$ cat src/hw/rtl/mrd_pkg.sv
// ----------------------------------------------------------------------------
// mrd_pkg
// Shared types, constants and the CRC-16 byte update for the RTU deframer.
// ----------------------------------------------------------------------------
package mrd_pkg;

	localparam int unsigned ByteW  = 8;
	localparam int unsigned PosW   = 9;
	localparam int unsigned FnW    = 7;
	localparam int unsigned CrcW   = 16;
	localparam int unsigned LimitW = 9;

	localparam logic [CrcW-1:0]   CRC_INIT    = 16'hFFFF;
	localparam logic [CrcW-1:0]   CRC_POLY    = 16'hA001;
	localparam logic [LimitW-1:0] LIMIT_RESET = 9'd256;
	localparam logic [LimitW-1:0] LIMIT_MIN   = 9'd3;
	localparam logic [PosW-1:0]   LEN_EXC     = 9'd5;
	localparam logic [PosW-1:0]   LEN_FIXED   = 9'd8;
	localparam logic [PosW-1:0]   LEN_OVERHEAD = 9'd5;

	localparam logic [FnW-1:0] FN_READ_COILS      = 7'h01;
	localparam logic [FnW-1:0] FN_READ_INPUTS     = 7'h04;
	localparam logic [FnW-1:0] FN_WRITE_COIL      = 7'h05;
	localparam logic [FnW-1:0] FN_WRITE_REG       = 7'h06;
	localparam logic [FnW-1:0] FN_WRITE_COILS     = 7'h0F;
	localparam logic [FnW-1:0] FN_WRITE_REGS      = 7'h10;

	typedef enum logic [2:0] {
		ST_PROGRESS = 3'd0,
		ST_OK       = 3'd1,
		ST_EXC_OK   = 3'd2,
		ST_CRC_ERR  = 3'd3,
		ST_UNKNOWN  = 3'd4
	} status_t;

	typedef struct packed {
		logic [ByteW-1:0] byte_out;
		logic [PosW-1:0]  byte_index;
		logic             frame_last;
		status_t          frame_status;
		logic [ByteW-1:0] slave_address;
		logic [FnW-1:0]   function_code;
		logic             exception_flag;
	} result_t;

	function automatic logic fn_fixed_len(input logic [FnW-1:0] fn);
		logic hit;
		case (fn)
			FN_WRITE_COIL, FN_WRITE_REG, FN_WRITE_COILS, FN_WRITE_REGS: hit = 1'b1;
			default: hit = 1'b0;
		endcase
		return hit;
	endfunction

	function automatic logic [CrcW-1:0] crc_byte(input logic [CrcW-1:0] crc_in,
		input logic [ByteW-1:0] data);
		logic [CrcW-1:0] c;
		c = crc_in ^ {{(CrcW-ByteW){1'b0}}, data};
		for (int i = 0; i < 8; i++) begin
			if (c[0]) begin
				c = (c >> 1) ^ CRC_POLY;
			end else begin
				c = c >> 1;
			end
		end
		return c;
	endfunction

endpackage

$ cat src/hw/rtl/mrd_frame.sv
// ----------------------------------------------------------------------------
// mrd_frame
// Frame tracking state, length decode, CRC check and per-byte result.
// ----------------------------------------------------------------------------
module mrd_frame
	import mrd_pkg::*;
(
	input  logic              clk,
	input  logic              arst_n,
	input  logic              advance,
	input  logic [ByteW-1:0]  rx_byte,
	input  logic              restart,
	input  logic [LimitW-1:0] limit,
	output result_t           res
);

	logic [PosW-1:0]  pos_q;
	logic [PosW-1:0]  exp_q;
	logic [CrcW-1:0]  crc_q;
	logic [ByteW-1:0] slave_q;
	logic [FnW-1:0]   fn_q;
	logic             exc_q;
	logic [ByteW-1:0] crclo_q;

	logic [PosW-1:0]  pos;
	logic [PosW-1:0]  exp_n;
	logic [CrcW-1:0]  crc_b;
	logic [CrcW-1:0]  crc_n;
	logic [ByteW-1:0] slave_n;
	logic [FnW-1:0]   fn_n;
	logic             exc_n;
	logic [ByteW-1:0] crclo_b;
	logic [ByteW-1:0] crclo_n;
	logic             known;
	logic [LimitW-1:0] limit_eff;
	logic [PosW:0]    pos_plus2;
	logic             last;
	status_t          status;

	always_comb begin
		pos     = restart ? '0 : pos_q;
		exp_n   = restart ? '0 : exp_q;
		crc_b   = restart ? CRC_INIT : crc_q;
		slave_n = restart ? '0 : slave_q;
		fn_n    = restart ? '0 : fn_q;
		exc_n   = restart ? 1'b0 : exc_q;
		crclo_b = restart ? '0 : crclo_q;

		if (pos == PosW'(0)) begin
			slave_n = rx_byte;
		end else if (pos == PosW'(1)) begin
			fn_n  = rx_byte[FnW-1:0];
			exc_n = rx_byte[ByteW-1];
			if (exc_n) begin
				exp_n = LEN_EXC;
			end else if (fn_fixed_len(fn_n)) begin
				exp_n = LEN_FIXED;
			end
		end else if (pos == PosW'(2)) begin
			if (!exc_n && fn_n >= FN_READ_COILS && fn_n <= FN_READ_INPUTS) begin
				exp_n = {{(PosW-ByteW){1'b0}}, rx_byte} + LEN_OVERHEAD;
			end
		end

		known = exc_n || fn_fixed_len(fn_n) ||
			(fn_n >= FN_READ_COILS && fn_n <= FN_READ_INPUTS);
		limit_eff = (limit < LIMIT_MIN) ? LIMIT_MIN : limit;
		pos_plus2 = {1'b0, pos} + (PosW+1)'(2);

		last    = 1'b0;
		status  = ST_PROGRESS;
		crc_n   = crc_b;
		crclo_n = crclo_b;

		if (pos != PosW'(0) && !known) begin
			if (pos >= limit_eff) begin
				last   = 1'b1;
				status = ST_UNKNOWN;
			end
		end else if (exp_n != '0 && pos_plus2 >= {1'b0, exp_n}) begin
			if (pos_plus2 == {1'b0, exp_n}) begin
				crclo_n = rx_byte;
			end else begin
				last = 1'b1;
				if ({rx_byte, crclo_b} != crc_b) begin
					status = ST_CRC_ERR;
				end else begin
					status = exc_n ? ST_EXC_OK : ST_OK;
				end
			end
		end else begin
			crc_n = crc_byte(crc_b, rx_byte);
		end

		res.byte_out       = rx_byte;
		res.byte_index     = pos;
		res.frame_last     = last;
		res.frame_status   = status;
		res.slave_address  = slave_n;
		res.function_code  = fn_n;
		res.exception_flag = exc_n;
	end

	always_ff @(posedge clk or negedge arst_n) begin
		if (!arst_n) begin
			pos_q   <= '0;
			exp_q   <= '0;
			crc_q   <= CRC_INIT;
			slave_q <= '0;
			fn_q    <= '0;
			exc_q   <= 1'b0;
			crclo_q <= '0;
		end else if (advance) begin
			if (last) begin
				pos_q   <= '0;
				exp_q   <= '0;
				crc_q   <= CRC_INIT;
				slave_q <= '0;
				fn_q    <= '0;
				exc_q   <= 1'b0;
				crclo_q <= '0;
			end else begin
				pos_q   <= pos + PosW'(1);
				exp_q   <= exp_n;
				crc_q   <= crc_n;
				slave_q <= slave_n;
				fn_q    <= fn_n;
				exc_q   <= exc_n;
				crclo_q <= crclo_n;
			end
		end
	end

endmodule

$ cat src/hw/rtl/modbus_rtu_response_deframer.sv
// ----------------------------------------------------------------------------
// modbus_rtu_response_deframer
// Modbus RTU response deframer with CRC-16 check and per-byte status.
// ----------------------------------------------------------------------------
// Each accepted byte yields exactly one result, in order, through the input
// register and then the result register. One byte per clock is sustained
// while m_tready is high; the byte-wide unrolled CRC-16 update between the
// two registers sets the critical path. An untaken result holds in the
// result register while the next byte waits in the input register. s_tuser
// bit 0 restarts framing on that byte. The user writes the discard limit for
// unknown functions via cfg_valid/cfg_data between frames; not enforced.
module modbus_rtu_response_deframer
	import mrd_pkg::*;
(
	input  logic              clk,
	input  logic              arst_n,
	input  logic              s_tvalid,
	output logic              s_tready,
	input  logic [7:0]        s_tdata,   // [7:0] rx_byte
	input  logic [0:0]        s_tuser,   // [0] restart
	output logic              m_tvalid,
	input  logic              m_tready,
	output logic [39:0]       m_tdata,   // [7:0] byte_out, [16:8] byte_index,
	                                     // [24:17] slave_address,
	                                     // [31:25] function_code,
	                                     // [32] exception_flag, [39:33] zero
	output logic              m_tlast,   // frame_last
	output logic [2:0]        m_tuser,   // [2:0] frame_status
	input  logic              cfg_valid,
	output logic              cfg_ready,
	input  logic [LimitW-1:0] cfg_data   // unknown_discard_limit
);

	logic [LimitW-1:0] limit_q;
	logic              valid_s1;
	logic [ByteW-1:0]  byte_s1;
	logic              restart_s1;
	logic              valid_s2;
	result_t           res_s2;
	result_t           res;
	logic              advance;

	assign cfg_ready = 1'b1;
	assign advance   = valid_s1 && (!valid_s2 || m_tready);
	assign s_tready  = !valid_s1 || advance;

	always_ff @(posedge clk or negedge arst_n) begin
		if (!arst_n) begin
			limit_q <= LIMIT_RESET;
		end else if (cfg_valid) begin
			limit_q <= cfg_data;
		end
	end

	always_ff @(posedge clk or negedge arst_n) begin
		if (!arst_n) begin
			valid_s1 <= 1'b0;
		end else if (s_tready) begin
			valid_s1 <= s_tvalid;
		end
	end

	always_ff @(posedge clk) begin
		if (s_tready && s_tvalid) begin
			byte_s1    <= s_tdata;
			restart_s1 <= s_tuser[0];
		end
	end

	mrd_frame u_frame (
		.clk     (clk),
		.arst_n  (arst_n),
		.advance (advance),
		.rx_byte (byte_s1),
		.restart (restart_s1),
		.limit   (limit_q),
		.res     (res)
	);

	always_ff @(posedge clk or negedge arst_n) begin
		if (!arst_n) begin
			valid_s2 <= 1'b0;
		end else if (!valid_s2 || m_tready) begin
			valid_s2 <= valid_s1;
		end
	end

	always_ff @(posedge clk) begin
		if (advance) begin
			res_s2 <= res;
		end
	end

	assign m_tvalid = valid_s2;
	assign m_tlast  = res_s2.frame_last;
	assign m_tuser  = res_s2.frame_status;
	assign m_tdata  = {7'd0, res_s2.exception_flag, res_s2.function_code,
		res_s2.slave_address, res_s2.byte_index, res_s2.byte_out};

endmodule

$ cat config.mk
export PLATFORM = sky130hd
export DESIGN_NAME = modbus_rtu_response_deframer
export DESIGN_NICKNAME = d
export VERILOG_FILES = /design/src/hw/rtl/mrd_pkg.sv /design/src/hw/rtl/mrd_frame.sv /design/src/hw/rtl/modbus_rtu_response_deframer.sv
export SDC_FILE = /design/constraint.sdc
export NUM_CORES = 1
export LEC_CHECK = 0
export BUFFER_PORTS_ARGS = -buffer_cell sky130_fd_sc_hd__buf_2
export CORE_MARGIN = 2
export CORE_UTILIZATION = 58
export CTS_BUF_LIST = sky130_fd_sc_hd__clkbuf_16
export DETAILED_ROUTE_END_ITERATION = 8
export PLACE_DENSITY = 0.89
export SETUP_SLACK_MARGIN = 0.5
export SLEW_MARGIN = 20
export SYNTH_ARGS = -nofsm -noshare
export SYNTH_HDL_FRONTEND = slang
export SYNTH_SLANG_ARGS = --single-unit
$ cat constraint.sdc
create_clock -name clk -period 13.4 [get_ports clk]
set_input_delay 0 -clock clk [delete_from_list [all_inputs] [get_ports clk]]
set_output_delay 0 -clock clk [all_outputs]
set_load 0.03 [all_outputs]
== Word level (Yosys, flattened, before mapping) ==
Index checks and enable logic that the tools add are counted.

* Equal/unequal tests: 12
* Magnitude comparators: 7
* Reduce and logical (&&, ||, !) cells: 20
* Bitwise logic cells: 9
* Add/sub/neg operators: 3
* Muxes and demuxes: 68

{| class="wikitable"
|+ Operators by type and width
! cell !! count
|-
| $mux W16 || 26
|-
| $mux W9 || 11
|-
| $mux W8 || 8
|-
| $eq A7 B3 Y1 const B || 4
|-
| $mux W7 || 4
|-
| $not A2 Y3 || 8
|-
| $reduce_bool A9 Y1 || 2
|-
| $ne A16 B16 Y1 || 1
|-
| $xor A16 B8 Y16 || 1
|-
| $mux W3 || 5
|-
| $eq A7 B4 Y1 const B || 2
|-
| $eq A7 B5 Y1 const B || 2
|-
| $ge A7 B1 Y1 const B || 2
|-
| $le A7 B3 Y1 const B || 2
|-
| $mux W1 || 13
|-
| $add A9 B2 Y10 const B || 1
|-
| $eq A10 B9 Y1 || 1
|-
| $ge A10 B9 Y1 || 1
|-
| $add A8 B3 Y9 const B || 1
|-
| $add A9 B1 Y9 const B || 1
|-
| $eq A9 B1 Y1 const B || 1
|-
| $eq A9 B2 Y1 const B || 1
|-
| $ge A9 B9 Y1 || 1
|-
| $logic_not A9 Y1 || 1
|-
| 6 further kinds || 19
|}

* Input bits: 23
* Output and inout port bits: 47
* Bits in registers: 115
* Word-level logic and storage cells: 138

== Longest topological paths before layout ==
* Depth in word-level cells: 43
* Mapped depth: 27
* Depth with buffers taken out: 19

== By module ==
A second synthesis with hierarchy kept.

* Cells, all modules: 630
* Area, all modules: 6,682.7 µm²

{| class="wikitable"
|+ Modules (own cells, without submodules)
! module !! sequential area each (µm²) !! area an instance (µm²) !! instances !! cells each
|-
| mrd_frame || 1,471.4 || 4,772.1 || 1 || 547
|-
| modbus_rtu_response_deframer || 1,657.8 || 1,910.6 || 1 || 83
|}

== Worst setup path after synthesis ==
No wires, ideal clock.

* Path type: register to register
* Start point: register restart_s1
* End point: register u_frame.fn_q[2]
* Arrival time: 4,817 ps
* Slack: 8,487 ps
* Required time: 13,304 ps
* Period minus slack after synthesis: 4,913 ps
* Setup time: 96 ps
* Stages on the path, launching flop included: 24
* Cell sequence: edfxtp_1 -> buf_4 -> buf_6 -> buf_2 -> buf_1 -> buf_6 -> buf_6 -> nand2b_1 -> inv_1 -> ha_1 -> nor4b_4 -> nand4_2 -> or4_1 -> o21a_1 -> ha_1 -> a21o_1 -> a211o_1 -> a41oi_1 -> or3b_1 -> a21oi_1 -> or2_1 -> buf_4 -> buf_4 -> o31ai_1

{| class="wikitable"
|+ RTL lines
! what !! line !! text
|-
| from (decl) || modbus_rtu_response_deframer.sv:37 || <nowiki>logic restart_s1;</nowiki>
|-
| from (signal assigned) || modbus_rtu_response_deframer.sv:66 || <nowiki>restart_s1 <= s_tuser[0];</nowiki>
|-
| to (signal assigned) || mrd_frame.sv:127 || <nowiki>fn_q <= fn_n;</nowiki>
|-
| to (decl) || mrd_frame.sv:21 || <nowiki>logic [FnW-1:0] fn_q;</nowiki>
|}

== Worst setup path in the final report ==
* Start point: register restart_s1
* End point: register u_frame.fn_q[1]

* Word-level cells in the longest chain between the ends: 13
* Elaborated cells on any way between the ends: 47
* Classes of those cells: 1 x add/sub; 6 x order compare; 7 x eq/ne; 20 x mux; 13 x reduce/logical

{| class="wikitable"
|+ RTL lines
! what !! line !! text
|-
| $mux W7, or another cell as far along || mrd_frame.sv:45 || <nowiki>fn_n = restart ? '0 : fn_q;</nowiki>
|-
| $ge A7 B1 Y1, or another cell as far along || mrd_frame.sv:60 || <nowiki>if (!exc_n && fn_n >= FN_READ_COILS && fn_n <= FN_READ_INPUTS) begin</nowiki>
|-
| $logic_and A1 B1 Y1 or $mux W7 (tied branches) || mrd_frame.sv:60, mrd_frame.sv:51 ||
|-
| $logic_and A1 B1 Y1 or $mux W7 (tied branches) || mrd_frame.sv:60, mrd_frame.sv:49 ||
|-
| $mux W9, or another cell as far along || mrd_frame.sv:60 ||
|-
| $mux W9 or $reduce_or A4 Y1 (tied branches) || mrd_frame.sv:59, mrd_pkg.sv:48 ||
|-
| $mux W9 or $mux W1 (tied branches) || mrd_frame.sv:51, mrd_pkg.sv:48 ||
|-
| $mux W9 or $logic_or A1 B1 Y1 (tied branches) || mrd_frame.sv:49, mrd_frame.sv:65 ||
|-
| $ge A10 B9 Y1, or another cell as far along || mrd_frame.sv:80 || <nowiki>end else if (exp_n != '0 && pos_plus2 >= {1'b0, exp_n}) begin</nowiki>
|-
| $logic_and A1 B1 Y1, or another cell as far along || mrd_frame.sv:80 ||
|-
| $mux W1 or $logic_and A1 B1 Y1 (tied branches) || mrd_frame.sv:80, mrd_frame.sv:75 ||
|-
| $mux W1 || mrd_frame.sv:75 || <nowiki>if (pos != PosW'(0) && !known) begin</nowiki>
|-
| $mux W7 * || mrd_frame.sv:114 || <nowiki>if (last) begin</nowiki>
|}

Every way passes the cells marked *; elsewhere a longest branch is shown, timed or not.
A chain may end at the register's enable or synchronous reset.

==> run_results.csv <==
group,metric,value,unit
cells_and_area,seq_area,3130,um2
yosys,synthArstFlopShare,60.0,%
floorplanning,ios,70,
setup_path,critPathMaxFanout,72,
sta,finalCritPeriodShare,41.8,%
cells_and_area,area_growth,17.6,%
cells_and_area,fin_cells,904,
detailed_routing,drtAntennaViolNets,0,
detailed_routing,vias,5673,
flow_run,cap_violations,0,
yosys,yosys_warnings,0,
cells_and_area,drive_gt1_share,19.2,%
yosys,ys_ff_latch,115,
sta,fin_crit,5600,ps
setup_path,worstSetupEndpointType,"flip-flop",
global_routing,grt_pass1_vias,5772,
sta,skew,12.4,ps
yosys,synth_ff_type,"dfrtp_1",
yosys,syn_avg_cell_area,10.2,um2
yosys,syn_area,6840,um2
clock_tree,clkTransAtPathRegs,50,ps
global_routing,grt_max_degree,73,
sta,rsz0062_at_grt,"false",
sta,slew_headroom,34.5,%
global_routing,grt_pass1_wl,29300,um
clock_tree,cts-root-buf,"clkbuf_16",
setup_path,worstSetupStartpoint,"restart_s1",
sta,tightest_slew,982,ps
cells_and_area,layout_commonest_cell,"nand2_1",
clock_tree,cts_sinks,115,
floorplanning,chipHeight,113,um
setup_path,r2r_start,"restart_s1",
clock_tree,cts_setup_buffers,0,
power_and_ir_drop,power_density,192,nW/um2
setup_path,rr_worst_depth,16,
hold_path,worstHoldPathType,"in2reg",
setup_path,r2r_slack,7800,ps
clock_tree,clock_path_buffers,2,
setup_path,endpoint,"u_frame.fn_q[1]",
cells_and_area,n_antenna_cell,0,
placement,dp_hpwl,10800,um
yosys,synth_top_area_share,20.2,%
sta,fmax,179,MHz
clock_tree,clk_latency,420,ps
floorplanning,initial_core_util,59.6,%
run_status,status,"complete, no violations",
yosys,synthCells,671,
yosys,yosysTopAreaCell,"edfxtp_1",
clock_tree,htreeDepth,4,
sta,setup_viol,0,
sta,fin_setup_tns,0,ps
detailed_routing,routed_wl,18100,um
placement,port_buffers,61,
placement,placed_area,7070,um2
global_routing,grtUsageTotal,29.8,%
yosys,yosysSeqAreaShare,45.8,%
placement,dp.cells,837,
floorplanning,core-area,11500,um2
clock_tree,cts_made_buffers,17,
setup_path,cp.arrival,5860,ps
sta,finalHoldViolCount,0,
power_and_ir_drop,power,1.54,mW
cells_and_area,stdcell_area,8040,um2
cells_and_area,fillers,746,
floorplanning,die_w,113,um
setup_path,start_kind,"flip-flop",
placement,gp_congestion,0.928,
yosys,ys_types,79,
floorplanning,rows,39,
yosys,synth.top_cells.by_area,"edfxtp_1 (20%), dfrtp_1 (19%), xnor2_1 (6.8%)",
yosys,synth-edff-count,46,
power_and_ir_drop,p_leak,3.27,nW
setup_path,required,13660,ps
clock_tree,cts_tree,"built",
detailed_routing,detail_route.wl_per_cell,20.0,um
floorplanning,die-area,12700,um2
global_routing,gr-total-overflow,0,
global_routing,antenna_found_initial,0,
detailed_routing,drt_iter0_drc,723,
sta,drv_slew,0,
cells_and_area,final_net_count,798,
setup_path,rr_endpoint,"u_frame.fn_q[1]",
cells_and_area,multiInputGateArea,3340,um2
power_and_ir_drop,ir_drop,0.131,mV
setup_path,critPathKind,"reg2reg",
detailed_routing,viasPerCell,6.28,
detailed_routing,first_pass_iters,5,
cells_and_area,final_cell_mix,"nand2_1 (84), buf_2 (61), xnor2_1 (53)",
detailed_routing,drcViolationCount,0,
synth_stat cells, drive strengths merged, types with 3 or more instances:
| library cell | number |
|---|---|
| nand2 | 85 |
| o21ai | 53 |
| xnor2 | 53 |
| dfrtp | 52 |
| edfxtp | 46 |
| buf | 28 |
| nor2 | 28 |
| ha | 27 |
| inv | 27 |
| a21oi | 24 |
| nand2b | 20 |
| clkbuf | 19 |
| dfstp | 17 |
| o31ai | 16 |
| nor2b | 15 |
| nor3 | 12 |
| o22a | 10 |
| xor2 | 9 |
| mux2 | 8 |
| nand3 | 8 |
| nand4 | 8 |
| nor4 | 8 |
| o2bb2ai | 8 |
| o21a | 7 |
| o32a | 7 |
| or3 | 5 |
| a21o | 4 |
| a32oi | 4 |
| and2 | 4 |
| and3 | 4 |
| and4 | 4 |
| nand3b | 4 |
| or4 | 4 |
| a211oi | 3 |
| a21boi | 3 |
| a22o | 3 |
| and2b | 3 |
| nor3b | 3 |
| or2 | 3 |
kinds of logic (layout without fill, tap and decap cells):
family                     Yosys count  in the layout  synth area share (%)
and+or+nand+nor                    221            221                  17.4
AOI/OAI and AO/OA                  161            161                  16.7
DFF                                115            115                  45.8
buffers and inverters               74            158                  5.73
xor gates and xnor gates            62             62                  7.94
adders and majority gates           27             27                  4.94
muxes                                9              9                  1.46
other                                2              8                 0.110
layer usage:
layer,global-route usage (%),vias up,share of wire (%)
met5,0,-,0
met4,16.4,0,4.0
met2,47.7,329,49
met3,7.07,62,8.0
met1,37.3,2741,39
li1,-,2541,-
per-stage QoR:
stage	worst slack, ps	utilization (%)	hold slack (ps)
2_1_floorplan	8490	-	-296
6_report	7800	70.1	14.6
3_5_place_dp	7500	61.7	180
5_1_grt	7430	70.1	65.8
3_3_place_gp	7910	61.7	178
4_1_cts	7460	70.0	6.01
registers in the layout, indices dropped and copies added (netlist names), 3 cells and up:
signal,flops
byte_s1,8
limit_q,9
u_frame.crclo_q,8
u_frame.crc_q,16
m_tdata,33
u_frame.exp_q,9
u_frame.pos_q,9
u_frame.fn_q,7
u_frame.slave_q,8
m_tuser,3
worst max-delay path: stages (launching register included):
cell and delay [ps]:
edfxtp_1 330, buf_4 620, nand2b_1 290, ha_1 510, a21oi_1 200, a311oi_1 410
and2b_1 270, o21ai_0 110, o21a_1 140, ha_1 310, nand4_1 130, o211ai_1 230
a41oi_1 270, or3b_1 430, a21oi_1 260, or2_2 650, o21ai_0 220
cell type report:
type / instances / area share, %
Timing Repair Buffer: 99 / 8.44
Multi-Input combinational cell: 488 / 41.6
Sequential cell: 115 / 38.9
Clock inverter: 14 / 1.96
Inverter: 27 / 1.28
Clock buffer: 18 / 5.60
Tap cell: 143 / 2.23
power breakdown:
| part | leakage, nW | switching, mW | total, mW | internal, mW |
|---|---|---|---|---|
| combinational | 1.65 | 0.328 | 0.535 | 0.207 |
| sequential | 1.32 | 0.0772 | 0.539 | 0.462 |
| clock | 0.307 | 0.167 | 0.469 | 0.302 |
worst min path at each step:
stage,start,cells past startpoint,end
4_1_cts,cfg_valid,2,limit_q[4]
3_5_place_dp,s_tdata[5],1,byte_s1[5]
5_1_grt,cfg_valid,2,limit_q[0]
6_report,cfg_valid,2,limit_q[4]
2_1_floorplan,arst_n,0,limit_q[0]
3_3_place_gp,s_tdata[7],1,byte_s1[7]
timing repair:
item / 4_1_cts / 5_1_grt
hold buffers: 35 / 0
gates resized for setup: 0 / 0
hold endpoints to repair: 72 / 0
No activity file was read; power rests on OpenSTA's default activity.
